[src/sv/assert_macros.svh]
// assertion helpers included by eio_ctrl
// each one samples on clk_i and is disabled while rst_ni is low
`ifndef ASSERT_MACROS_SVH
`define ASSERT_MACROS_SVH

// same-cycle implication
`define EIO_ASSERT_IMP(lbl, ante, cons, msg) \
  lbl: assert property (@(posedge clk_i) disable iff (!rst_ni) (ante) |-> (cons)) \
    else $error(msg);

// next-cycle implication
`define EIO_ASSERT_NXT(lbl, ante, cons, msg) \
  lbl: assert property (@(posedge clk_i) disable iff (!rst_ni) (ante) |=> (cons)) \
    else $error(msg);

`endif

[src/sv/eio_pkg.sv]
// ----------------------------------------------------------------------------
// eio_pkg
// Shared types, codes and field widths of the elevator request scheduler.
// ----------------------------------------------------------------------------
package eio_pkg;

  localparam int QUEUE_DEPTH_DEF = 64;
  localparam int TAG_BITS_DEF    = 8;

  localparam int START_W  = 32;
  localparam int LEN_W    = 16;
  localparam int SEG_W    = 7;
  localparam int BLEN_W   = 22;
  localparam int POS_W    = 41;
  localparam int NSUM_W   = 13;
  localparam int LIMIT_W  = 11;
  localparam int STATUS_W = 3;
  localparam int TYPE_W   = 2;
  localparam int ADDR_W   = 4;
  localparam int DATA_W   = 32;

  // entry packing: start, length, write flag, segments, then tag on top
  localparam int ENT_LEN_LSB = START_W;
  localparam int ENT_WR_BIT  = START_W + LEN_W;
  localparam int ENT_SEG_LSB = ENT_WR_BIT + 1;
  localparam int ENT_TAG_LSB = ENT_SEG_LSB + SEG_W;

  localparam logic [TYPE_W-1:0] REQ_SUBMIT   = 2'd0;
  localparam logic [TYPE_W-1:0] REQ_CANCEL   = 2'd1;
  localparam logic [TYPE_W-1:0] REQ_DISPATCH = 2'd2;
  localparam logic [TYPE_W-1:0] REQ_RSVD     = 2'd3;

  localparam logic [STATUS_W-1:0] ST_ACCEPTED  = 3'd0;
  localparam logic [STATUS_W-1:0] ST_FULL      = 3'd1;
  localparam logic [STATUS_W-1:0] ST_CANCELLED = 3'd2;
  localparam logic [STATUS_W-1:0] ST_NOT_FOUND = 3'd3;
  localparam logic [STATUS_W-1:0] ST_MEMBER    = 3'd4;
  localparam logic [STATUS_W-1:0] ST_EMPTY     = 3'd5;

  localparam logic [1:0] REG_BIDIR   = 2'd0;
  localparam logic [1:0] REG_SEG_LIM = 2'd1;
  localparam logic [1:0] REG_DEV_BLK = 2'd2;

  localparam logic                BIDIR_RST   = 1'b1;
  localparam logic [LIMIT_W-1:0]  SEG_LIM_RST = 11'd512;
  localparam logic [START_W-1:0]  DEV_BLK_RST = 32'hFFFF_FFFF;

  typedef struct packed {
    logic               bidir;
    logic [LIMIT_W-1:0] seg_limit;
    logic [START_W-1:0] dev_blocks;
  } cfg_t;

endpackage

[src/sv/eio_cfg.sv]
// ----------------------------------------------------------------------------
// eio_cfg
// APB register file: sweep mode, segment limit and device size.
// ----------------------------------------------------------------------------
module eio_cfg (
  input  logic                       clk_i,
  input  logic                       rst_ni,
  input  logic                       psel,
  input  logic                       penable,
  input  logic                       pwrite,
  input  logic [eio_pkg::ADDR_W-1:0] paddr,
  input  logic [eio_pkg::DATA_W-1:0] pwdata,
  output logic [eio_pkg::DATA_W-1:0] prdata,
  output logic                       pready,
  output eio_pkg::cfg_t              cfg_o
);

  eio_pkg::cfg_t cfg_q, cfg_d;
  logic [1:0]    reg_idx;

  assign reg_idx = paddr[3:2];
  assign pready  = 1'b1;

  always_comb begin
    cfg_d = cfg_q;
    if (psel && penable && pwrite) begin
      unique case (reg_idx)
        eio_pkg::REG_BIDIR:   cfg_d.bidir      = pwdata[0];
        eio_pkg::REG_SEG_LIM: cfg_d.seg_limit  = pwdata[eio_pkg::LIMIT_W-1:0];
        eio_pkg::REG_DEV_BLK: cfg_d.dev_blocks = pwdata[eio_pkg::START_W-1:0];
        default: ;
      endcase
    end
  end

  always_comb begin
    unique case (reg_idx)
      eio_pkg::REG_BIDIR:   prdata = {{(eio_pkg::DATA_W-1){1'b0}}, cfg_q.bidir};
      eio_pkg::REG_SEG_LIM: prdata = eio_pkg::DATA_W'(cfg_q.seg_limit);
      eio_pkg::REG_DEV_BLK: prdata = cfg_q.dev_blocks;
      default:              prdata = '0;
    endcase
  end

  always_ff @(posedge clk_i or negedge rst_ni) begin
    if (!rst_ni) begin
      cfg_q.bidir      <= eio_pkg::BIDIR_RST;
      cfg_q.seg_limit  <= eio_pkg::SEG_LIM_RST;
      cfg_q.dev_blocks <= eio_pkg::DEV_BLK_RST;
    end else begin
      cfg_q <= cfg_d;
    end
  end

  assign cfg_o = cfg_q;

endmodule

[config.mk]
export PLATFORM = sky130hd
export DESIGN_NAME = eio_cfg
export DESIGN_NICKNAME = d
export VERILOG_FILES = /design/src/sv/assert_macros.svh /design/src/sv/eio_pkg.sv /design/src/sv/eio_cfg.sv
export SDC_FILE = /design/constraint.sdc
export NUM_CORES = 1
export LEC_CHECK = 0
export ABC_AREA = 1
export BUFFER_PORTS_ARGS = -buffer_cell sky130_fd_sc_hd__buf_2
export CORE_UTILIZATION = 40
export DETAILED_ROUTE_END_ITERATION = 16
export HOLD_SLACK_MARGIN = 0.15
export PLACE_DENSITY = 0.8
export SYNTH_ARGS = -nofsm -noshare
export SYNTH_HDL_FRONTEND = slang
export SYNTH_SLANG_ARGS = --single-unit
export TNS_END_PERCENT = 100
[constraint.sdc]
create_clock -name clk_i -period 0.9 [get_ports clk_i]
set_input_delay 0.09 -clock clk_i [delete_from_list [all_inputs] [get_ports clk_i]]
set_output_delay 0.09 -clock clk_i [all_outputs]
set_load 0.03 [all_outputs]
==> results of run 1 <==
## how the worst max path moves through the flow
stage / start / end / depth (start not counted)
floorplan: cfg_o[11] / prdata[11] / 2
global placement: paddr[3] / cfg_o[33] / 7
detailed placement: paddr[3] / cfg_o[33] / 7
CTS: cfg_o[16] / prdata[16] / 3
global route: cfg_o[15] / prdata[15] / 3
finish: cfg_o[15] / prdata[15] / 3
## area by class of cell
class	instances	area, um^2	area share, %
inverter	26	100	2.28
clock buffer	8	90.1	2.05
multi-input combinational	199	1110	25.2
timing repair buffer	191	1860	42.4
tap	70	87.6	1.99
sequential	44	1140	26.0
## routing by layer
metal	vias up	part of all wire (%)	global-route usage, %
li1	1189	-	-
met1	1289	34	31.2
met2	138	55	51.0
met3	57	4.7	6.88
met4	0	6.0	16.3
met5	-	0	0
## repair_timing
item                                   4_1_cts  5_1_grt
gates resized for setup                    138       39
setup endpoints to repair                   76       78
pin swaps                                   19       12
hold buffers                                33        0
endpoints found under the hold margin       88        0
buffers inserted                            13       20
## worst max-delay path: stages, from the launching register on
cell and delay, ns:
dfstp_2 0.60, inv_2 0.08, nor2_4 0.15, buf_6 0.15
## kinds of logic (layout without fill, tap and decap cells)
logic type	count (synthesis)	in the layout
simple gates	198	198
flops	44	44
buf+inv	39	225
other cells	1	1
## power groups by stage
stage	clock [uW]	combinational, uW	sequential (uW)
global route	1400	4590	3160
floorplan	0	1080	3850
CTS	1270	3670	3070
detailed placement	0	2780	3040
global placement	0	2720	3030
finish	1270	4350	3120
## cell usage after synthesis (2+ instances only)
library cell  instances
buf_2                 4
nand3_1               2
nand2_4               2
nand2_2              11
dfstp_2              34
buf_6                 7
nand2_1             157
dfrtp_1              10
buf_4                 2
inv_1                23
inv_2                 3
nor2_1               22
## per-stage QoR
step | hold slack, ns | setup TNS, ns
floorplan | -0.206 | -1.08
detailed placement | 0.0808 | -9.79
global route | 0.231 | -22.22
CTS | 0.169 | -17.16
finish | 0.208 | -19.00
global placement | 0.0810 | -7.86
==> metrics, run 1 <==
status=complete, but fails checks; violated checks=negative setup slack; Worst R2R Start=cfg_o[15]; asr flop ratio synth=100%; Synth cell types=17; IO Count=118; Leakage=0.00221 uW; clock power share=14.5%; EDFF count, synth=0; Compound-Gate Fraction of Synth Area=0%; CP Launch Type=register; diodes inserted=0; placed cells=465; unrepaired setup endpoints after global routing=yes; Sw Pwr=3470 uW; reg2reg end=cfg_o[15]; share of layout cells above drive strength 1=61.1%; core area=0.00517 mm^2; Design Area, Final=0.00439 mm^2; Min-Delay Endpoint=cfg_o[43]; Worst EP arrival=1.27 ns; fin worst setup slack=-0.459 ns; Area Growth Syn to Fin=101%; switching share of power=39.8%; filler-free cell count of the finished design=538; Starting Density=42.1%; max FFs per register=44; DRC errors left=0; Die Width=75.8 um; FF+latch count, synth=44; gr usage total=28.7%; MaxCap Viol Count=0; FMAX=736 MHz; Die Y=75.8 um; Pre-Repair DR Iteration Count=5; syn_nets=323; Placed Instance Area=0.00318 mm^2; main area contributors after synthesis=dfstp_2, nand2_1, dfrtp_1; sequential element share of the synthesized area=52.5%; Pwr Total=8730 uW; CP max FO=2; CTS H-tree depth=2; Power Dens Cells=1990 mW/mm^2; final net count=508; HP Class=input pin to register; post-synth top area cell=dfstp_2; kind of critical path=register to output port; CTS Buffer Depth=2; prevailing post-synth register cell=dfstp_2; sequential share of power=35.7%; largest family of logic cells by synthesized area=simple AND/OR/NAND/NOR gates; synth warn=0; min Tclk post-route=1.36 ns; post-synthesis adder-cell area fraction=0%; vias in the first global route=2493; Placer Congestion=0.760; Post-DRT Antenna Nets=0; CTS root buffer=clkbuf_8; first-pass GRT wire length=11800 um; Via Count=2673; Routed WL=9450 um; mux cell area share after synthesis=0%; initial detailed-routing violation count=183; hpwl dp=4150 um; largest net degree at the start of global routing=45; row count=26; share of the synthesized area in the top cell type=41.0%; Internal=5260 uW; most common cell after layout, fill and taps aside=nand2_1; most frequent cells in the layout=nand2_1, buf_6, buf_2; Gate power share=49.8%; overall die area=0.00575 mm^2; fill cell count=252; post-synthesis simple-gate area fraction=37.7%; Synth Cell Area=0.00218 mm^2; grt ovf=0; Setup Skew=0 ns; worst r2r path cells=4; Final Cycle Share=151%; pre-CTS WS=-0.207 ns; # port buffers=114; Worst Path Required=0.81 ns; WL/cell=17.6 um; Clk Latency, worst-skew pair=0.29 ns; CTS tree=built; initial antenna violation count=0; post-synthesis xor/xnor area fraction=0%; flop2flop setup slack=-0.10 ns; Worst Setup End Kind=output port; Mapped Cells=282; peak supply drop=0.00102 V; final setup fails=82; post-layout util=84.9%; final hold violation count=0; clock-pin slew of the registers on the worst-case setup and hold paths=0.08 ns; synthesized area per cell=7.73 um^2; min-delay src=penable; routed vias/inst=4.97; total CTS buffers=5; CTS Sinks=44; Pins Over Slew Limit=0; hold path cells=5
Note: power is estimated with default switching activity, not from simulation.
==> run 2: changes to the inputs <==
==> constraint.sdc (replaced) <==
create_clock -name clk_i -period 0.9 [get_ports clk_i]
set_input_delay 0.27 -clock clk_i [delete_from_list [all_inputs] [get_ports clk_i]]
set_output_delay 0.27 -clock clk_i [all_outputs]
set_load 0.03 [all_outputs]
==> run 2 against run 1 <==
  * The flow still finishes with violations (negative setup slack)
  * Critical path type unchanged
  * Die area unchanged
  * Worst hold slack worse by 0.038 ns
  * Flip-flop and latch count stayed put
==> metrics, run 2 (same netlist as run 1, synthesis figures left out) <==
status=complete, but fails checks; violated checks=negative setup slack; pre-CTS WS=-0.534 ns (-0.327 ns); min Tclk post-route=1.45 ns (+0.0895 ns); GRT met3 Usage=4.63% (-2.2 points); first-pass GRT wire length=11700 um (-0.82%); CTS root buffer=clkbuf_8; final net count=504 (-0.79%); CTS tree=built; row count=26 (unchanged); hold path cells=3 (-2); M2 GR Usage=51.0% (unchanged); Die Y=75.8 um (unchanged); Slowest cell on crit path=dfstp_2; HP Class=input pin to register; Post-DRT Antenna Nets=0 (unchanged); hpwl dp=4250 um (+2.4%); worst path bufs/invs=1 (-1); final hold violation count=0 (unchanged); Pwr Total=8850 uW (+1.4%); IO Count=118 (unchanged); Worst Path Required=0.63 ns (-0.18 ns); Pins Over Slew Limit=0 (unchanged); post-layout util=85.9% (+0.99 points); Design Area, Final=0.00444 mm^2 (+1.2%); Power Dens Cells=1990 mW/mm^2 (+0.19%); MaxCap Viol Count=0 (unchanged); CP delay by family, top=flip-flops; most frequent cells in the layout=nand2_1, buf_6, buf_2; Pre-Repair DR Iteration Count=4 (-1); fill cell count=257 (+2.0%); CP max stage delay=0.58 ns (-0.02 ns); Placed Instance Area=0.00327 mm^2 (+3.0%); CTS Sinks=44 (unchanged); max FFs per register=44 (unchanged); unrepaired setup endpoints after global routing=yes; Clk Latency, worst-skew pair=0.28 ns (about the same); FMAX=690 MHz (-6.2%); cells along the critical path=nand2_2, nand2_4, buf_6; Min-Delay Endpoint=cfg_o[29]; core area=0.00517 mm^2 (unchanged); # port buffers=114 (unchanged); gr usage total=27.9% (-0.79 points); Worst R2R Start=cfg_o[41]; CP max FO=3 (+1); clock-pin slew of the registers on the worst-case setup and hold paths=0.09 ns (about the same); Placer Congestion=0.813 (+7.0%); CP Launch Type=register; WL/cell=17.9 um (+2.1%); Starting Density=42.1% (unchanged); Routed WL=9560 um (+1.2%); initial antenna violation count=0 (unchanged); routed vias/inst=5.08 (+2.2%); Worst Setup End Kind=output port; share of layout cells above drive strength 1=68.0% (+6.9 points); Via Count=2706 (+1.2%); worst r2r path cells=5 (+1); Final Cycle Share=161% (+9.9 points); peak supply drop=0.00135 V (+32%); overall die area=0.00575 mm^2 (unchanged); largest net degree at the start of global routing=45 (unchanged); Leakage=0.00222 uW (+0.45%); CTS Buffer Depth=2 (unchanged); fin worst setup slack=-0.549 ns (-0.0895 ns); min-delay src=pwdata[29]; most used routing layer=met2; grt ovf=0 (unchanged); Worst EP arrival=1.18 ns (-0.09 ns); final setup fails=111 (+35%); Area Growth Syn to Fin=104%; DRC errors left=0 (unchanged); diodes inserted=0 (unchanged); most common cell after layout, fill and taps aside=nand2_1; initial detailed-routing violation count=155 (-15%); met1 Track Usage GR=32.4% (+1.2 points); flop2flop setup slack=-0.11 ns (about the same); Setup Skew=0 ns (unchanged); reg2reg end=cfg_o[41]; vias in the first global route=2517 (+0.96%); total CTS buffers=5 (unchanged); Die Width=75.8 um (unchanged); CTS H-tree depth=2 (unchanged); kind of critical path=register to output port
## run 2: layout make-up
cell class                 count  area (um^2)  share of cell area [%]
clock buffer                   7         76.3                    1.72
inverter                      26          113                    2.54
multi-input combinational    203         1200                    27.0
sequential                    44         1140                    25.7
tap                           70         87.6                    1.97
timing repair buffer         182         1810                    40.7
timing repair inverter         1         11.3                   0.254
## run 2: worst max-delay path by stage
stage               slack (ns)  cells after the start    endpoint      start
floorplan                -0.23                      2  prdata[11]  cfg_o[11]
global placement         -0.49                      8   cfg_o[26]   paddr[3]
detailed placement       -0.53                      8   cfg_o[28]   paddr[3]
CTS                      -0.49                      3   prdata[9]  cfg_o[41]
global route             -0.58                      3  prdata[17]  cfg_o[17]
finish                   -0.55                      3   prdata[9]  cfg_o[41]
## run 2: metrics by stage
stage / hold slack (ns) / cells / TNS [ns]
finish: 0.170 / 533 / -33.91
global route: 0.178 / 533 / -37.31
CTS: 0.164 / 514 / -31.48
detailed placement: 0.264 / 486 / -38.37
global placement: 0.260 / 486 / -37.14
floorplan: -0.0256 / 282 / -7.08
## run 2: worst register-to-register path, delay by kind of cell (launching register included)
kind,cells,cell delay [ns]
AND/OR/NAND/NOR,2,0.09
buffers and inverters,3,0.29
flip-flops,1,0.58
## run 2: power breakdown
| part | switching (uW) | leakage, uW | internal [uW] |
|---|---|---|---|
| Combinational | 2440 | 0.00170 | 2180 |
| Sequential | 432 | 0.000482 | 2620 |
| Clock | 640 | 0.0000383 | 536 |
## run 2: timing repair
item	in CTS	in global routing
hold buffers	1	0
cloned	3	4
resized for setup	177	42
pin swaps	5	13
endpoints found under the setup margin	108	119
setup buffers	17	20
hold endpoints to repair	10	0
## run 2: layer usage
layer  up-vias  part of all wire [%]
met5         -                     0
met4         0                   4.4
met3        43                   5.6
met2       145                    55
met1      1330                    35
li1       1188                     -
