**config.mk**
```make
export PLATFORM = sky130hd
export DESIGN_NAME = eio_ctrl
export DESIGN_NICKNAME = d
export VERILOG_FILES = /design/src/sv/eio_pkg.sv /design/src/sv/eio_ctrl.sv
export VERILOG_INCLUDE_DIRS = /design/src /design/src/sv
export SDC_FILE = /design/constraint.sdc
export NUM_CORES = 1
export LEC_CHECK = 0
export ABC_AREA = 1
export BUFFER_PORTS_ARGS = -buffer_cell sky130_fd_sc_hd__buf_4
export CORE_ASPECT_RATIO = 1.5
export CORE_MARGIN = 2
export CORE_UTILIZATION = 30
export DETAILED_ROUTE_END_ITERATION = 10
export PLACE_DENSITY = 0.58
export SYNTH_ARGS = -nofsm -noshare
export SYNTH_HDL_FRONTEND = slang
export SYNTH_SLANG_ARGS = --single-unit
export TNS_END_PERCENT = 10
```
**constraint.sdc**
```tcl
create_clock -name clk_i -period 6.2 [get_ports clk_i]
set_input_delay 0.31 -clock clk_i [delete_from_list [all_inputs] [get_ports clk_i]]
set_output_delay 0.31 -clock clk_i [all_outputs]
set_load 0.02 [all_outputs]
```
**src/sv/assert_macros.svh**
```systemverilog
// assertion helpers included by eio_ctrl
// each one samples on clk_i and is disabled while rst_ni is low
`ifndef ASSERT_MACROS_SVH
`define ASSERT_MACROS_SVH

// same-cycle implication
`define EIO_ASSERT_IMP(lbl, ante, cons, msg) \
  lbl: assert property (@(posedge clk_i) disable iff (!rst_ni) (ante) |-> (cons)) \
    else $error(msg);

// next-cycle implication
`define EIO_ASSERT_NXT(lbl, ante, cons, msg) \
  lbl: assert property (@(posedge clk_i) disable iff (!rst_ni) (ante) |=> (cons)) \
    else $error(msg);

`endif

```
**src/sv/eio_pkg.sv**
```systemverilog
// ----------------------------------------------------------------------------
// eio_pkg
// Shared types, codes and field widths of the elevator request scheduler.
// ----------------------------------------------------------------------------
package eio_pkg;

  localparam int QUEUE_DEPTH_DEF = 64;
  localparam int TAG_BITS_DEF    = 8;

  localparam int START_W  = 32;
  localparam int LEN_W    = 16;
  localparam int SEG_W    = 7;
  localparam int BLEN_W   = 22;
  localparam int POS_W    = 41;
  localparam int NSUM_W   = 13;
  localparam int LIMIT_W  = 11;
  localparam int STATUS_W = 3;
  localparam int TYPE_W   = 2;
  localparam int ADDR_W   = 4;
  localparam int DATA_W   = 32;

  // entry packing: start, length, write flag, segments, then tag on top
  localparam int ENT_LEN_LSB = START_W;
  localparam int ENT_WR_BIT  = START_W + LEN_W;
  localparam int ENT_SEG_LSB = ENT_WR_BIT + 1;
  localparam int ENT_TAG_LSB = ENT_SEG_LSB + SEG_W;

  localparam logic [TYPE_W-1:0] REQ_SUBMIT   = 2'd0;
  localparam logic [TYPE_W-1:0] REQ_CANCEL   = 2'd1;
  localparam logic [TYPE_W-1:0] REQ_DISPATCH = 2'd2;
  localparam logic [TYPE_W-1:0] REQ_RSVD     = 2'd3;

  localparam logic [STATUS_W-1:0] ST_ACCEPTED  = 3'd0;
  localparam logic [STATUS_W-1:0] ST_FULL      = 3'd1;
  localparam logic [STATUS_W-1:0] ST_CANCELLED = 3'd2;
  localparam logic [STATUS_W-1:0] ST_NOT_FOUND = 3'd3;
  localparam logic [STATUS_W-1:0] ST_MEMBER    = 3'd4;
  localparam logic [STATUS_W-1:0] ST_EMPTY     = 3'd5;

  localparam logic [1:0] REG_BIDIR   = 2'd0;
  localparam logic [1:0] REG_SEG_LIM = 2'd1;
  localparam logic [1:0] REG_DEV_BLK = 2'd2;

  localparam logic                BIDIR_RST   = 1'b1;
  localparam logic [LIMIT_W-1:0]  SEG_LIM_RST = 11'd512;
  localparam logic [START_W-1:0]  DEV_BLK_RST = 32'hFFFF_FFFF;

  typedef struct packed {
    logic               bidir;
    logic [LIMIT_W-1:0] seg_limit;
    logic [START_W-1:0] dev_blocks;
  } cfg_t;

endpackage

```
**src/sv/eio_ctrl.sv**
```systemverilog
// ----------------------------------------------------------------------------
// eio_ctrl
// Sequencer over the rank-ordered entry RAM: insert, cancel, dispatch, shift.
// ----------------------------------------------------------------------------
`include "assert_macros.svh"

module eio_ctrl #(
  parameter int QUEUE_DEPTH = eio_pkg::QUEUE_DEPTH_DEF,
  parameter int TAG_BITS    = eio_pkg::TAG_BITS_DEF,
  localparam int ENT_W      = eio_pkg::ENT_TAG_LSB + TAG_BITS,
  localparam int IDX_W      = $clog2(QUEUE_DEPTH),
  localparam int CNT_W      = $clog2(QUEUE_DEPTH + 1)
) (
  input  logic                         clk_i,
  input  logic                         rst_ni,
  input  eio_pkg::cfg_t                cfg_i,
  input  logic                         in_valid_i,
  output logic                         in_stall_o,
  input  logic [eio_pkg::TYPE_W-1:0]   req_type_i,
  input  logic [TAG_BITS-1:0]          req_tag_i,
  input  logic [eio_pkg::START_W-1:0]  start_block_i,
  input  logic [eio_pkg::LEN_W-1:0]    block_count_i,
  input  logic                         is_write_i,
  input  logic [eio_pkg::SEG_W-1:0]    segment_count_i,
  output logic                         out_valid_o,
  input  logic                         out_stall_i,
  output logic [eio_pkg::STATUS_W-1:0] status_o,
  output logic [TAG_BITS-1:0]          out_tag_o,
  output logic [eio_pkg::START_W-1:0]  batch_start_o,
  output logic [eio_pkg::BLEN_W-1:0]   batch_length_o,
  output logic                         batch_write_o,
  output logic                         last_o,
  output logic                         ram_we_o,
  output logic [IDX_W-1:0]             ram_waddr_o,
  output logic [ENT_W-1:0]             ram_wdata_o,
  output logic                         ram_re_o,
  output logic [IDX_W-1:0]             ram_raddr_o,
  input  logic [ENT_W-1:0]             ram_rdata_i
);

  typedef enum logic [14:0] {
    S_IDLE    = 15'h0001,
    S_INS_RD  = 15'h0002,
    S_INS_CHK = 15'h0004,
    S_CAN_RD  = 15'h0008,
    S_CAN_CHK = 15'h0010,
    S_FND_RD  = 15'h0020,
    S_FND_CHK = 15'h0040,
    S_MRG_RD  = 15'h0080,
    S_MRG_CHK = 15'h0100,
    S_EMT_RD  = 15'h0200,
    S_EMT_CHK = 15'h0400,
    S_SHF_RD  = 15'h0800,
    S_SHF_WR  = 15'h1000,
    S_RESP    = 15'h2000,
    S_FIN     = 15'h4000
  } state_e;

  state_e                        state_q, state_d;
  logic [CNT_W-1:0]              count_q, count_d;
  logic [CNT_W-1:0]              cur_q, cur_d;
  logic [CNT_W-1:0]              dst_q, dst_d;
  logic [CNT_W-1:0]              amt_q, amt_d;
  logic [CNT_W-1:0]              lo_q, lo_d;
  logic [CNT_W-1:0]              hi_q, hi_d;
  logic                          fwd_q, fwd_d;
  logic [eio_pkg::START_W-1:0]   head_q, head_d;
  logic [1:0]                    attempt_q, attempt_d;
  logic                          first_q, first_d;
  logic                          at_end_q, at_end_d;
  logic                          disp_q, disp_d;
  logic                          type_q, type_d;
  logic [eio_pkg::POS_W-1:0]     pos_q, pos_d;
  logic [eio_pkg::NSUM_W-1:0]    nsum_q, nsum_d;
  logic [eio_pkg::BLEN_W-1:0]    blen_q, blen_d;
  logic [eio_pkg::START_W-1:0]   bstart_q, bstart_d;
  logic [ENT_W-1:0]              new_q, new_d;
  logic [eio_pkg::STATUS_W-1:0]  rstat_q, rstat_d;
  logic [TAG_BITS-1:0]           rtag_q, rtag_d;

  logic                          ovalid_q, ovalid_d;
  logic [eio_pkg::STATUS_W-1:0]  ostat_q, ostat_d;
  logic [TAG_BITS-1:0]           otag_q, otag_d;
  logic [eio_pkg::START_W-1:0]   obs_q, obs_d;
  logic [eio_pkg::BLEN_W-1:0]    obl_q, obl_d;
  logic                          owr_q, owr_d;
  logic                          olast_q, olast_d;
  logic                          out_free;

  logic [eio_pkg::START_W-1:0]   e_start;
  logic [eio_pkg::LEN_W-1:0]     e_len;
  logic                          e_wr;
  logic [eio_pkg::SEG_W-1:0]     e_seg;
  logic [TAG_BITS-1:0]           e_tag;

  logic                          t_fwd;
  logic [eio_pkg::START_W-1:0]   t_head;
  logic [eio_pkg::POS_W-1:0]     pe;
  logic [eio_pkg::START_W:0]     join_sum;
  logic                          etype;
  logic [eio_pkg::NSUM_W-1:0]    nsum_new;
  logic                          take;
  logic [CNT_W-1:0]              lo_new;
  logic [CNT_W-1:0]              hi_new;
  logic [CNT_W:0]                src;
  logic                          is_last;

  assign e_start = ram_rdata_i[eio_pkg::START_W-1:0];
  assign e_len   = ram_rdata_i[eio_pkg::ENT_LEN_LSB +: eio_pkg::LEN_W];
  assign e_wr    = ram_rdata_i[eio_pkg::ENT_WR_BIT];
  assign e_seg   = ram_rdata_i[eio_pkg::ENT_SEG_LSB +: eio_pkg::SEG_W];
  assign e_tag   = ram_rdata_i[eio_pkg::ENT_TAG_LSB +: TAG_BITS];

  assign out_free = !ovalid_q || !out_stall_i;
  assign t_fwd    = cfg_i.bidir ? !fwd_q : 1'b1;
  assign t_head   = t_fwd ? '0 : cfg_i.dev_blocks;

  // backward merge: the head slides down to a neighbor that ends where it sits
  assign join_sum = {1'b0, e_start} + (eio_pkg::START_W + 1)'(e_len);
  always_comb begin
    if (first_q) begin
      pe = eio_pkg::POS_W'(e_start);
    end else if (!fwd_q && (eio_pkg::POS_W'(join_sum) == pos_q)) begin
      pe = eio_pkg::POS_W'(e_start);
    end else begin
      pe = pos_q;
    end
  end
  assign etype    = first_q ? e_wr : type_q;
  assign nsum_new = nsum_q + eio_pkg::NSUM_W'(e_seg);
  assign take     = (pe == eio_pkg::POS_W'(e_start)) && (e_wr == etype) &&
                    (first_q || (nsum_new < eio_pkg::NSUM_W'(cfg_i.seg_limit)));
  assign lo_new   = (first_q || !fwd_q) ? cur_q : lo_q;
  assign hi_new   = (first_q || fwd_q) ? cur_q : hi_q;
  assign src      = {1'b0, dst_q} + {1'b0, amt_q};
  assign is_last  = (cur_q == hi_q);

  always_comb begin
    state_d   = state_q;
    count_d   = count_q;
    cur_d     = cur_q;
    dst_d     = dst_q;
    amt_d     = amt_q;
    lo_d      = lo_q;
    hi_d      = hi_q;
    fwd_d     = fwd_q;
    head_d    = head_q;
    attempt_d = attempt_q;
    first_d   = first_q;
    at_end_d  = at_end_q;
    disp_d    = disp_q;
    type_d    = type_q;
    pos_d     = pos_q;
    nsum_d    = nsum_q;
    blen_d    = blen_q;
    bstart_d  = bstart_q;
    new_d     = new_q;
    rstat_d   = rstat_q;
    rtag_d    = rtag_q;
    ovalid_d  = ovalid_q && out_stall_i;
    ostat_d   = ostat_q;
    otag_d    = otag_q;
    obs_d     = obs_q;
    obl_d     = obl_q;
    owr_d     = owr_q;
    olast_d   = olast_q;
    ram_we_o    = 1'b0;
    ram_waddr_o = '0;
    ram_wdata_o = ram_rdata_i;
    ram_re_o    = 1'b0;
    ram_raddr_o = '0;

    unique case (state_q)
      S_IDLE: begin
        if (in_valid_i) begin
          new_d  = {req_tag_i, segment_count_i, is_write_i, block_count_i, start_block_i};
          rtag_d = req_tag_i;
          unique case (req_type_i)
            eio_pkg::REQ_SUBMIT: begin
              if (count_q == CNT_W'(QUEUE_DEPTH)) begin
                rstat_d = eio_pkg::ST_FULL;
                state_d = S_RESP;
              end else begin
                cur_d   = count_q;
                state_d = S_INS_RD;
              end
            end
            eio_pkg::REQ_CANCEL: begin
              cur_d   = '0;
              state_d = S_CAN_RD;
            end
            eio_pkg::REQ_DISPATCH: begin
              if (count_q == '0) begin
                rstat_d = eio_pkg::ST_EMPTY;
                rtag_d  = '0;
                state_d = S_RESP;
              end else begin
                attempt_d = '0;
                cur_d     = fwd_q ? '0 : count_q;
                state_d   = S_FND_RD;
              end
            end
            default: ;
          endcase
        end
      end

      // walk down from the top, moving larger starts up by one
      S_INS_RD: begin
        if (cur_q == '0) begin
          ram_we_o    = 1'b1;
          ram_waddr_o = '0;
          ram_wdata_o = new_q;
          count_d     = count_q + 1'b1;
          rstat_d     = eio_pkg::ST_ACCEPTED;
          state_d     = S_RESP;
        end else begin
          ram_re_o    = 1'b1;
          ram_raddr_o = IDX_W'(cur_q - 1'b1);
          state_d     = S_INS_CHK;
        end
      end

      S_INS_CHK: begin
        ram_we_o    = 1'b1;
        ram_waddr_o = cur_q[IDX_W-1:0];
        if (e_start > new_q[eio_pkg::START_W-1:0]) begin
          ram_wdata_o = ram_rdata_i;
          cur_d       = cur_q - 1'b1;
          state_d     = S_INS_RD;
        end else begin
          ram_wdata_o = new_q;
          count_d     = count_q + 1'b1;
          rstat_d     = eio_pkg::ST_ACCEPTED;
          state_d     = S_RESP;
        end
      end

      S_CAN_RD: begin
        if (cur_q == count_q) begin
          rstat_d = eio_pkg::ST_NOT_FOUND;
          state_d = S_RESP;
        end else begin
          ram_re_o    = 1'b1;
          ram_raddr_o = cur_q[IDX_W-1:0];
          state_d     = S_CAN_CHK;
        end
      end

      S_CAN_CHK: begin
        if (e_tag == rtag_q) begin
          dst_d   = cur_q;
          amt_d   = CNT_W'(1);
          disp_d  = 1'b0;
          rstat_d = eio_pkg::ST_CANCELLED;
          state_d = S_SHF_RD;
        end else begin
          cur_d   = cur_q + 1'b1;
          state_d = S_CAN_RD;
        end
      end

      // forward looks at cur, backward at cur-1
      S_FND_RD: begin
        if (fwd_q ? (cur_q == count_q) : (cur_q == '0)) begin
          fwd_d  = t_fwd;
          head_d = t_head;
          if (attempt_q == 2'd2) begin
            rstat_d = eio_pkg::ST_EMPTY;
            rtag_d  = '0;
            state_d = S_RESP;
          end else begin
            attempt_d = attempt_q + 1'b1;
            cur_d     = t_fwd ? '0 : count_q;
          end
        end else begin
          ram_re_o    = 1'b1;
          ram_raddr_o = fwd_q ? cur_q[IDX_W-1:0] : IDX_W'(cur_q - 1'b1);
          state_d     = S_FND_CHK;
        end
      end

      S_FND_CHK: begin
        first_d  = 1'b1;
        at_end_d = 1'b0;
        nsum_d   = '0;
        blen_d   = '0;
        if (fwd_q) begin
          if (e_start >= head_q) begin
            state_d = S_MRG_RD;
          end else begin
            cur_d   = cur_q + 1'b1;
            state_d = S_FND_RD;
          end
        end else begin
          cur_d   = cur_q - 1'b1;
          state_d = (e_start <= head_q) ? S_MRG_RD : S_FND_RD;
        end
      end

      S_MRG_RD: begin
        ram_re_o    = 1'b1;
        ram_raddr_o = cur_q[IDX_W-1:0];
        state_d     = S_MRG_CHK;
      end

      S_MRG_CHK: begin
        pos_d = pe;
        cur_d = lo_q;
        state_d = S_EMT_RD;
        if (take) begin
          first_d = 1'b0;
          type_d  = etype;
          nsum_d  = nsum_new;
          blen_d  = blen_q + eio_pkg::BLEN_W'(e_len);
          lo_d    = lo_new;
          hi_d    = hi_new;
          cur_d   = lo_new;
          if (fwd_q) begin
            pos_d = pe + eio_pkg::POS_W'(e_len);
            if (cur_q + 1'b1 >= count_q) begin
              at_end_d = 1'b1;
            end else begin
              cur_d   = cur_q + 1'b1;
              state_d = S_MRG_RD;
            end
          end else begin
            if (cur_q == '0) begin
              at_end_d = 1'b1;
            end else begin
              cur_d   = cur_q - 1'b1;
              state_d = S_MRG_RD;
            end
          end
        end
      end

      S_EMT_RD: begin
        ram_re_o    = 1'b1;
        ram_raddr_o = cur_q[IDX_W-1:0];
        state_d     = S_EMT_CHK;
      end

      // read data holds while the output register is busy
      S_EMT_CHK: begin
        if (out_free) begin
          ovalid_d = 1'b1;
          ostat_d  = eio_pkg::ST_MEMBER;
          otag_d   = e_tag;
          owr_d    = type_q;
          olast_d  = is_last;
          obl_d    = is_last ? blen_q : '0;
          obs_d    = is_last ? ((cur_q == lo_q) ? e_start : bstart_q) : '0;
          if (cur_q == lo_q) begin
            bstart_d = e_start;
          end
          if (is_last) begin
            dst_d   = lo_q;
            amt_d   = hi_q - lo_q + 1'b1;
            disp_d  = 1'b1;
            state_d = S_SHF_RD;
          end else begin
            cur_d   = cur_q + 1'b1;
            state_d = S_EMT_RD;
          end
        end
      end

      // close the gap of amt entries starting at dst
      S_SHF_RD: begin
        if (src >= {1'b0, count_q}) begin
          count_d = count_q - amt_q;
          state_d = disp_q ? S_FIN : S_RESP;
        end else begin
          ram_re_o    = 1'b1;
          ram_raddr_o = src[IDX_W-1:0];
          state_d     = S_SHF_WR;
        end
      end

      S_SHF_WR: begin
        ram_we_o    = 1'b1;
        ram_waddr_o = dst_q[IDX_W-1:0];
        ram_wdata_o = ram_rdata_i;
        dst_d       = dst_q + 1'b1;
        state_d     = S_SHF_RD;
      end

      S_RESP: begin
        if (out_free) begin
          ovalid_d = 1'b1;
          ostat_d  = rstat_q;
          otag_d   = rtag_q;
          obs_d    = '0;
          obl_d    = '0;
          owr_d    = 1'b0;
          olast_d  = 1'b1;
          state_d  = S_IDLE;
        end
      end

      S_FIN: begin
        head_d = (|pos_q[eio_pkg::POS_W-1:eio_pkg::START_W]) ? '1 :
                 pos_q[eio_pkg::START_W-1:0];
        if (at_end_q) begin
          fwd_d  = t_fwd;
          head_d = t_head;
        end
        state_d = S_IDLE;
      end

      default: state_d = S_IDLE;
    endcase
  end

  always_ff @(posedge clk_i or negedge rst_ni) begin
    if (!rst_ni) begin
      state_q   <= S_IDLE;
      count_q   <= '0;
      fwd_q     <= 1'b1;
      head_q    <= '0;
      ovalid_q  <= 1'b0;
    end else begin
      state_q   <= state_d;
      count_q   <= count_d;
      fwd_q     <= fwd_d;
      head_q    <= head_d;
      ovalid_q  <= ovalid_d;
    end
  end

  always_ff @(posedge clk_i) begin
    cur_q     <= cur_d;
    dst_q     <= dst_d;
    amt_q     <= amt_d;
    lo_q      <= lo_d;
    hi_q      <= hi_d;
    attempt_q <= attempt_d;
    first_q   <= first_d;
    at_end_q  <= at_end_d;
    disp_q    <= disp_d;
    type_q    <= type_d;
    pos_q     <= pos_d;
    nsum_q    <= nsum_d;
    blen_q    <= blen_d;
    bstart_q  <= bstart_d;
    new_q     <= new_d;
    rstat_q   <= rstat_d;
    rtag_q    <= rtag_d;
    ostat_q   <= ostat_d;
    otag_q    <= otag_d;
    obs_q     <= obs_d;
    obl_q     <= obl_d;
    owr_q     <= owr_d;
    olast_q   <= olast_d;
  end

  assign in_stall_o     = (state_q != S_IDLE);
  assign out_valid_o    = ovalid_q;
  assign status_o       = ostat_q;
  assign out_tag_o      = otag_q;
  assign batch_start_o  = obs_q;
  assign batch_length_o = obl_q;
  assign batch_write_o  = owr_q;
  assign last_o         = olast_q;

  `EIO_ASSERT_IMP(a_count_range, 1'b1, count_q <= CNT_W'(QUEUE_DEPTH), "queue count overflow")
  `EIO_ASSERT_IMP(a_emit_window, state_q == S_EMT_CHK, (lo_q <= cur_q) && (cur_q <= hi_q), "emit outside batch")
  `EIO_ASSERT_NXT(a_busy_after_take, in_valid_i && !in_stall_o && (req_type_i != eio_pkg::REQ_RSVD), in_stall_o, "took a transaction but stayed idle")
  `EIO_ASSERT_IMP(a_shift_bound, state_q == S_SHF_WR, {1'b0, dst_q} < {1'b0, count_q}, "shift past queue end")

endmodule

```
==> reports/results.txt, run 1 <==
Number of synthesized flops with an enable pin -> 291
Clock skew -> 0.0370 ns
Layout net count -> 3832
Via density -> 4.98
DR vias -> 22602
CP Capture Type -> flop
Drt wl/cell -> 21.3 um
Max rail drop VDD -> 0.177 mV
Syn avg cell area -> 7.83 um^2
Seq pwr share -> 38.2%
Slowest stage delay, CP -> 0.45 ns
Crit share post-route -> 90.3%
Setup bufs post-CTS -> 0
Root Driver -> clkbuf_16
Syn_nets -> 3438
Post-Place Worst Slack -> 0.319 ns
Tmin final -> 5.60 ns
CP startpoint kind -> flop
#FFs+latches synth -> 347
Area share of the largest cell type after synthesis -> 36.3%
Post-synthesis cell count -> 3076
Detail Route Antenna Nets -> 0
Worst Path Arrival -> 5.93 ns
Worst path slowest cell -> fa_1
Cts hold-fix bufs -> 70
Placed insts -> 4390
Drc violations -> 0
Largest net degree at the start of global routing -> 65
Non-filler instance count after layout -> 4536
Total core area -> 79800 um^2
Area grow syn2layout -> 24.0%
Post-synthesis sequential area ratio -> 42.1%
Count of cell types in the netlist -> 58
Largest cells by area after synthesis -> edfxtp_1 36%, nand2_1 12%, ha_1 9.2%
Share of layout cells above drive strength 1 -> 13.2%
Final GP Congestion -> 0.985
Hold_sp -> ram_rdata_i[62]
Type of the worst setup path -> reg -> reg
Comb pwr share -> 33.6%
Most numerous cell on the critical path -> nand2_1
Global route overflow -> 0
Post-Route WL -> 96500 um
Final slew viol count -> 0
Num Clock Sinks -> 347
LEAKAGE -> 0.0141 uW
Status -> finished, final reports clean
Die H -> 351 um
Hold/Removal Path Class -> in -> reg
Initial antenna violation count -> 3
Die area -> 82600 um^2
Finish-stage setup viols -> 0
Number of cell rows -> 127
Final hold vios -> 0
CTS tree -> done
Worst-path fanout max -> 14
RR Startpoint -> pos_q[34]
Setup_tns -> 0 ns
First-pass GRT wire length -> 140000 um
Int Pwr -> 5520 uW
Clk Latency, worst-skew pair -> 0.61 ns
Clk pin slew, worst setup/hold paths -> 0.06 ns
Post-synth top area cell -> edfxtp_1
Clock power frac -> 28.3%
Post-Syn Area -> 24100 um^2
Cts repair resizes -> 0
Die outline width -> 235 um
TritonCTS buffer count -> 40
H-tree depth -> 2
RSZ-0062 raised after global routing -> false
CP delay by family, top -> simple AND/OR/NAND/NOR gates
Relative slew slack -> 27.0%
Clock Path Buffers -> 3
GRT Total Usage -> 23.0%
Synth async-reset ratio -> 16.1%
IO Port Bufs -> 324
Crit path from -> pos_q[34]
Tightest Pin Transition -> 1.07 ns
Starting Density -> 30.2%
Dpl hpwl -> 76900 um
Top_reg_cell synth -> edfxtp_1
CP required -> 6.53 ns
Design Area, Final -> 29900 um^2
Sw Share -> 37.8%
Vias in the first global route -> 22607
CP bufs+invs -> 3
Most common cell in the netlist -> nand2_1
Top cells by count, synth -> 746 x nand2_1, 515 x inv_1, 296 x nor2_1
Sw power -> 3360 uW
First-pass iteration count of the detailed router -> 5
Power per Cell Area -> 297 nW/um^2
Max Cap Violations -> 0
Synth warn -> 0
Fmax -> 179 MHz
Io pins -> 325
Violation count after the first detailed-route iteration -> 1592
Final Util -> 37.4%
DP Area -> 27800 um^2
Worst Setup Slack, final -> 0.601 ns
-- cell usage in the layout, fill, tap and decap left out, types with 48 or more instances in the layout --
cell / instances
buf_4: 359
o21ai_0: 180
nand3_1: 140
xor2_1: 62
nand2_1: 743
a21oi_1: 196
dfrtp_1: 54
nor3_1: 48
ha_1: 177
nand4_1: 62
dlygate4sd3_1: 70
edfxtp_1: 291
nor2_1: 292
inv_1: 515
-- power by group through the flow --
stage	Clock (uW)	Combinational, uW	Sequential [uW]
2_1_floorplan	0	1810	3340
3_3_place_gp	0	2910	3430
3_5_place_dp	0	2930	3430
4_1_cts	2580	2980	3390
5_1_grt	2650	3290	3430
6_report	2510	2980	3390
-- registers in the layout (all words and copies together), names as in the netlist, 7 cells and up --
name / cells
bstart_q: 32
dst_q: 7
batch_start_o: 32
rtag_q: 8
nsum_q: 13
batch_length_o: 22
pos_q: 41
hi_q: 7
blen_q: 22
amt_q: 7
cur_q: 7
new_q: 64
count_q: 7
state_q: 15
lo_q: 7
out_tag_o: 8
head_q: 32
-- through the flow --
stage | hold WS [ns] | total power (uW)
2_1_floorplan | 0.0144 | 5150
3_3_place_gp | 0.468 | 6330
3_5_place_dp | 0.461 | 6360
4_1_cts | 0.000162 | 8940
5_1_grt | 0.0411 | 9370
6_report | 0.0444 | 8880
-- tightest hold or removal path: cells and delay by family --
kind / cells / cell delay (ns)
buffers and inverters: 1 / 0.10
and+or+nand+nor: 2 / 0.11
-- logic make-up (layout without fill, tap and decap cells) --
kind of cell             count (synthesis)  count (layout)  synth area share, %
AO/OA/AOI/OAI                          494             494                 11.4
flip-flops                             347             347                 42.1
buffers and inverters                  600            1025                 9.49
other                                    0               3                    0
XOR/XNOR                               102             102                 3.71
adder cells (fa/ha/maj)                184             184                 9.78
AND/OR/NAND/NOR                       1349            1349                 23.5
-- final cells by class --
type                       instances  area [um^2]
sequential                       347        10100
antenna                            3         7.51
clock inverter                    21          264
inverter                         522         1960
clock buffer                      52         1070
timing repair buffer             430         3420
multi-input combinational       2129        11700
tap                             1032         1290
fill                            8379        49900
-- final timing paths --
path	to	depth (start not counted)	slack, ns
max in group asynchronous	count_q[1]	2	5.21
worst min register to register	status_o[2]	1	0.50
worst min-delay path	out_tag_o[6]	3	0.04
worst max register to register	pos_q[24]	34	0.60
worst max-delay path	pos_q[24]	34	0.60
min in group asynchronous	head_q[28]	2	0.38
-- layer usage --
metal  wire length [um]  vias to the layer above  GRT usage (%)
li1                   -                    10948              -
met1              34900                    10558           24.0
met2              49700                      832           43.1
met3               4940                      264           3.25
met4               7020                        0           14.8
met5                  0                        -              0
Power figures use the tool's default switching activity.
==> inputs of run 2 (changes only) <==
--- a/config.mk
+++ b/config.mk
@@ -7,8 +7,7 @@
 export NUM_CORES = 1
 export LEC_CHECK = 0
-export ABC_AREA = 1
 export BUFFER_PORTS_ARGS = -buffer_cell sky130_fd_sc_hd__buf_4
 export CORE_ASPECT_RATIO = 1.5
-export CORE_MARGIN = 2
+export CORE_MARGIN = 3
 export CORE_UTILIZATION = 30
 export DETAILED_ROUTE_END_ITERATION = 10
==> constraint.sdc (replaced) <==
create_clock -name clk_i -period 6.2 [get_ports clk_i]
set_input_delay 0.93 -clock clk_i [delete_from_list [all_inputs] [get_ports clk_i]]
set_output_delay 0.93 -clock clk_i [all_outputs]
set_load 0.02 [all_outputs]
==> run 2 against run 1 <==
  * The run now ends with setup timing left
  * Maximum frequency shrank 13%
  * Clock skew about the same
  * Final cell count is 15% lower
  * Highest routed layer unchanged
  * Cell area up 2.1%
  * Critical endpoint is now pos_q[17]
  * Critical path type is now in -> reg
  * First-iteration DRC count shrank 28%
  * Sequential power fell by 11%
  * Via count fell by 12%
  * Register-to-register slack worse by 0.37 ns
  * Routed wire length is 11% lower
==> reports/results.txt, run 2 <==
Status -> complete, but fails checks
Failing checks -> setup timing
Starting Density -> 30.3%
Post-synthesis mux area share -> 7.39%
Final hold vios -> 0
Number of synthesized flops with an enable pin -> 291
GRT Total Usage -> 20.7%
Drc violations -> 0
Die outline width -> 234 um
FF-to-FF End -> pos_q[17]
Area grow syn2layout -> 29.9%
Num Clock Sinks -> 347
Post-synthesis cell count -> 2273
H-tree depth -> 2
Global route overflow -> 0
Placed insts -> 3748
Largest net degree at the start of global routing -> 65
Syn_nets -> 2635
Fillers -> 7735
Final slew viol count -> 0
CP startpoint kind -> input pin
Post-synthesis sequential area ratio -> 43.2%
Clk pin slew, worst setup/hold paths -> 0.06 ns
Most common cell in the netlist -> edfxtp_1
Total core area -> 77400 um^2
Post-Route WL -> 86100 um
Count of cell types in the netlist -> 84
Max reg flops -> 64
R2r setup slk -> 0.23 ns
Tmin final -> 6.45 ns
Crit path from -> ram_rdata_i[0]
Post-synthesis xor/xnor area fraction -> 6.87%
Setup_tns -> -2.67 ns
Cts hold-fix bufs -> 0
Area share of the largest cell type after synthesis -> 37.3%
Share of layout cells above drive strength 1 -> 30.4%
CP Capture Type -> flop
Relative slew slack -> 25.6%
Finish-stage setup viols -> 16
Max Cap Violations -> 0
Post-Syn Area -> 23500 um^2
Worst-path fanout max -> 9
Tightest Pin Transition -> 1.12 ns
Drt wl/cell -> 22.5 um
Slowest stage delay, CP -> 0.56 ns
CP required -> 6.51 ns
Dpl hpwl -> 66900 um
DR vias -> 19785
Via density -> 5.16
CTS tree -> done
Worst path slowest cell -> fa_2
RR Startpoint -> pos_q[15]
LEAKAGE -> 0.0126 uW
Final GP Congestion -> 0.938
Detail Route Antenna Nets -> 0
Fmax -> 155 MHz
Synth warn -> 0
Root Driver -> clkbuf_16
Die H -> 348 um
Layout net count -> 3146
Clock Path Buffers -> 3
Largest regs -> new_q: 64 flops, pos_q: 41 flops
Synth async-reset ratio -> 16.1%
Initial antenna violation count -> 2
Power per Cell Area -> 255 nW/um^2
Max rail drop VDD -> 0.172 mV
RSZ-0062 raised after global routing -> true
Type of the worst setup path -> in -> reg
Commonest non-fill, non-tap cell in the layout -> buf_4
Io pins -> 325
Simple-gate portion of the synthesized area -> 15.6%
Adder-cell area share of the yosys netlist -> 10.0%
Vias in the first global route -> 20003
Largest family of logic cells by synthesized area -> simple AND/OR/NAND/NOR gates
Top cells by count, synth -> 291 x edfxtp_1, 177 x ha_1, 146 x nor2_1
TritonCTS buffer count -> 40
Post-synth top area cell -> edfxtp_1
First-pass iteration count of the detailed router -> 5
Non-filler instance count after layout -> 3833
Die area -> 81700 um^2
Top_reg_cell synth -> edfxtp_1
Clk Latency, worst-skew pair -> 0.60 ns
Syn avg cell area -> 10.3 um^2
Largest cells by area after synthesis -> edfxtp_1 37%, ha_1 9.4%, mux2_2 6.2%
Number of cell rows -> 125
Compound-Gate Fraction of Synth Area -> 12.9%
Biggest register -> new_q
Worst Reg-to-Reg Cells -> 28
Crit share post-route -> 104%
#FFs+latches synth -> 347
Violation count after the first detailed-route iteration -> 1148
Most frequent cells in the layout -> 556 x buf_4, 291 x edfxtp_1, 172 x ha_1
Hold/Removal Path Class -> in -> async
Worst Path Arrival -> 6.76 ns
Worst Setup Slack, final -> -0.248 ns
IO Port Bufs -> 324
First-pass GRT wire length -> 127000 um
Clock skew -> 0.0373 ns
## run 2: changes by cell type in the layout (fill, tap and decap cells not counted), moves of 41 or more
| cell | delta |
|---|---|
| dlygate4sd3_1 | -70 |
| a21o_1 | +41 |
| inv_1 | -380 |
| buf_4 | +197 |
| and2_1 | +81 |
| nand3_1 | -72 |
| xnor2_1 | +70 |
| nor2_1 | -150 |
| mux2_2 | +128 |
| nand2_1 | -615 |
| o21ai_0 | -60 |
| a21oi_1 | -102 |
## run 2: cell type report
class | instances | area, um^2 | share of cell area, %
Antenna cell | 1 | 2.50 | 0.00821
Clock buffer | 46 | 1040 | 3.42
Clock inverter | 28 | 330 | 1.08
Inverter | 140 | 529 | 1.74
Multi-Input combinational cell | 1689 | 12800 | 42.0
Sequential cell | 347 | 10100 | 33.3
Tap cell | 1016 | 1270 | 4.17
Timing Repair Buffer | 566 | 4340 | 14.2
## run 2: cell families after synthesis
group	count (synthesis)
and+or+nand+nor	698
AOI/OAI and AO/OA	466
DFF	347
buffers and inverters	237
xor gates and xnor gates	184
adders and majority gates	184
muxes	157
## run 2: worst max path at each step
stage,end,slack [ns]
floorplan,pos_q[30],-0.47
global placement,pos_q[17],-1.17
detailed placement,pos_q[23],-1.27
CTS,pos_q[26],-0.46
global route,pos_q[26],-0.46
finish,pos_q[17],-0.25
## run 2: worst max-delay path, delay by kind of cell
family	cells	cell delay, ns
AOI/OAI and AO/OA	11	1.96
and+or+nand+nor	8	1.62
adders and majority gates	3	1.02
buffers and inverters	5	0.57
muxes	2	0.43
xor gates and xnor gates	2	0.21
## run 2: what timing repair did
action	in CTS	in global routing
setup endpoints to repair	17	21
pin swaps	9	22
gates cloned	0	1
buffers inserted	4	5
gates resized for setup	12	39
## run 2: power by group
part           total (uW)  leakage (uW)  switching, uW  internal (uW)
Sequential           3020       0.00322            155           2870
Combinational        2200       0.00874           1310            890
Clock                2560      0.000670           1090           1480
## run 2: layer usage
metal	part of all wire [%]	track usage, %	vias up
met5	0	0	-
met4	5.6	10.4	0
met1	38	24.0	9661
met2	52	37.3	581
met3	4.3	2.43	163
li1	-	-	9380
## run 2: through the flow
step / area (um^2) / hold slack [ns] / setup slack [ns] / utilization [%] / total power [uW]
after floorplan: 23600 / 0.424 / -0.467 / - / 4320
after global placement: 28800 / 0.513 / -1.17 / 37.2 / 5230
after detailed placement: 28800 / 0.505 / -1.27 / 37.2 / 5250
after CTS: 30200 / 0.438 / -0.463 / 39.1 / 7850
after global routing: 30500 / 0.473 / -0.456 / 39.4 / 8180
final: 30500 / 0.438 / -0.248 / 39.4 / 7780
==> inputs of run 3 (changes only) <==
- ABC_CLOCK_PERIOD_IN_PS: not set -> 6200
- CORE_ASPECT_RATIO: 1.5 -> not set
- CORE_UTILIZATION: 30 -> 42
- PLACE_DENSITY: 0.58 -> 0.72
==> run 3 against run 2 <==
  * The flow still finishes with violations (setup timing)
  * Utilization is 16 points higher
  * Worst hold slack about the same
  * Clock skew shrank 0.015 ns
  * Highest routed layer is now met5
  * Routed wire length fell by 6.7%
  * Critical endpoint unchanged
  * Flip-flop and latch count did not move
==> reports/results.txt, run 3 (synthesis gave the netlist of run 2 again) <==
Die outline width -> 242 um
Non-filler instance count after layout -> 3554
Vias in the first global route -> 20892
Drt wl/cell -> 22.6 um
H-tree depth -> 2
Layout net count -> 3140
Status -> complete, but fails checks
Dpl hpwl -> 61400 um
Number of cell rows -> 85
Power per Cell Area -> 259 nW/um^2
Hold/Removal Path Class -> in -> async
Initial antenna violation count -> 5
Global route overflow -> 0
CTS tree -> done
Clk pin slew, worst setup/hold paths -> 0.06 ns
IO Port Bufs -> 324
Max reg flops -> 64
Worst Setup Slack, final -> -0.333 ns
Sw power -> 2540 uW
Crit share post-route -> 105%
Drc violations -> 0
Most frequent cells in the layout -> 547 x buf_4, 291 x edfxtp_1, 171 x ha_1
GRT Total Usage -> 26.6%
Cts hold-fix bufs -> 0
Area grow syn2layout -> 28.3%
Clock Path Buffers -> 3
Relative slew slack -> 29.7%
LEAKAGE -> 0.0126 uW
Num Clock Sinks -> 347
Fillers -> 4695
Share of layout cells above drive strength 1 -> 29.9%
Tightest Pin Transition -> 1.06 ns
Fmax -> 153 MHz
FF-to-FF End -> pos_q[17]
Post-Route WL -> 80300 um
R2r setup slk -> 0.30 ns
Detail Route Antenna Nets -> 0
Seq pwr share -> 39.4%
Biggest register -> new_q
Worst path slowest cell -> or4_1
Comb pwr share -> 27.2%
Int Pwr -> 5270 uW
Worst Path Arrival -> 6.84 ns
Max rail drop VDD -> 0.251 mV
Total core area -> 54600 um^2
Commonest non-fill, non-tap cell in the layout -> buf_4
Worst-path fanout max -> 6
Die area -> 58700 um^2
Clock power frac -> 33.4%
Slowest stage delay, CP -> 0.56 ns
Root Driver -> clkbuf_16
Grt met3 use -> 4.58%
Layer with the highest usage -> met2
CP startpoint kind -> input pin
Starting Density -> 43.0%
DR vias -> 20272
Failing checks -> setup timing
Largest net degree at the start of global routing -> 65
Placed insts -> 3462
Worst Reg-to-Reg Cells -> 27
Largest regs -> new_q: 64 flops, pos_q: 41 flops
CP Capture Type -> flop
Most numerous cell on the critical path -> buf_4
Via density -> 5.70
RR Startpoint -> pos_q[0]
Total power -> 7810 uW
Final slew viol count -> 0
First-pass GRT wire length -> 123000 um
Type of the worst setup path -> in -> reg
Finish-stage setup viols -> 14
Grt met2 use -> 42.5%
First-pass iteration count of the detailed router -> 6
Final GP Congestion -> 0.978
Max Cap Violations -> 0
GRT met1 Usage -> 36.4%
Sw Share -> 32.5%
Clock skew -> 0.0224 ns
Final hold vios -> 0
RSZ-0062 raised after global routing -> true
CP required -> 6.51 ns
Io pins -> 325
CP bufs+invs -> 6
Clk Latency, worst-skew pair -> 0.59 ns
CP delay by family, top -> compound AO/OA/AOI/OAI gates
Violation count after the first detailed-route iteration -> 1671
TritonCTS buffer count -> 43
Tmin final -> 6.53 ns
Die H -> 242 um
## run 3: changes by cell type in the layout (fill, tap and decap cells not counted), sizes merged
cell | before | now
buf | 566 | 556
bufinv | 6 | 5
clkbuf | 46 | 56
clkinv | 16 | 19
clkinvlp | 4 | 1
diode | 1 | 3
inv | 142 | 139
## run 3: repair_timing
| action | CTS | global route |
|---|---|---|
| setup buffers | 3 | 6 |
| endpoints found under the setup margin | 18 | 21 |
| gates resized for setup | 24 | 18 |
| gates cloned | 1 | 0 |
| pin swaps | 14 | 19 |
## run 3: metal layers
metal  routed length, um  part of all wire [%]  vias to the layer above
li1                    -                     -                     9360
met1               35200                    44                     9918
met2               36300                    45                      833
met3                5810                   7.2                      159
met4                2980                   3.7                        2
met5                  13                 0.016                        -
## run 3: metrics by stage
step | util [%] | hold WS, ns | setup slack, ns | TNS, ns | instance area (um^2)
after floorplan | - | 0.424 | -0.467 | -6.58 | 23600
after CTS | 54.9 | 0.435 | -0.522 | -6.49 | 29900
after global placement | 52.0 | 0.504 | -1.17 | -20.27 | 28400
after global routing | 55.2 | 0.484 | -0.519 | -5.91 | 30100
after detailed placement | 52.0 | 0.489 | -1.38 | -23.63 | 28400
final | 55.2 | 0.438 | -0.333 | -2.63 | 30100
## run 3: power groups by stage
| stage | clock (uW) | sequential [uW] | combinational, uW |
|---|---|---|---|
| final | 2600 | 3080 | 2130 |
| after global routing | 2740 | 3100 | 2320 |
| after CTS | 2650 | 3070 | 2110 |
| after detailed placement | 0 | 3110 | 2090 |
| after global placement | 0 | 3110 | 2040 |
| after floorplan | 0 | 3070 | 1260 |
## run 3: area by class of cell
cell class	count	area, um^2	area share [%]
Inverter	140	529	1.76
Sequential cell	347	10100	33.7
Tap cell	739	925	3.07
Clock buffer	55	1150	3.83
Multi-Input combinational cell	1689	12800	42.5
Timing Repair Buffer	557	4260	14.1
Clock inverter	24	297	0.985
Antenna cell	3	7.51	0.0249
## run 3: how the worst max path moves through the flow
stage,startpoint,end,slack [ns],depth (start not counted)
finish,ram_rdata_i[1],pos_q[17],-0.33,29
detailed placement,ram_rdata_i[32],pos_q[17],-1.38,32
global route,ram_rdata_i[0],pos_q[17],-0.52,31
floorplan,ram_rdata_i[0],pos_q[30],-0.47,31
CTS,ram_rdata_i[32],pos_q[17],-0.52,31
global placement,ram_rdata_i[32],pos_q[17],-1.17,31
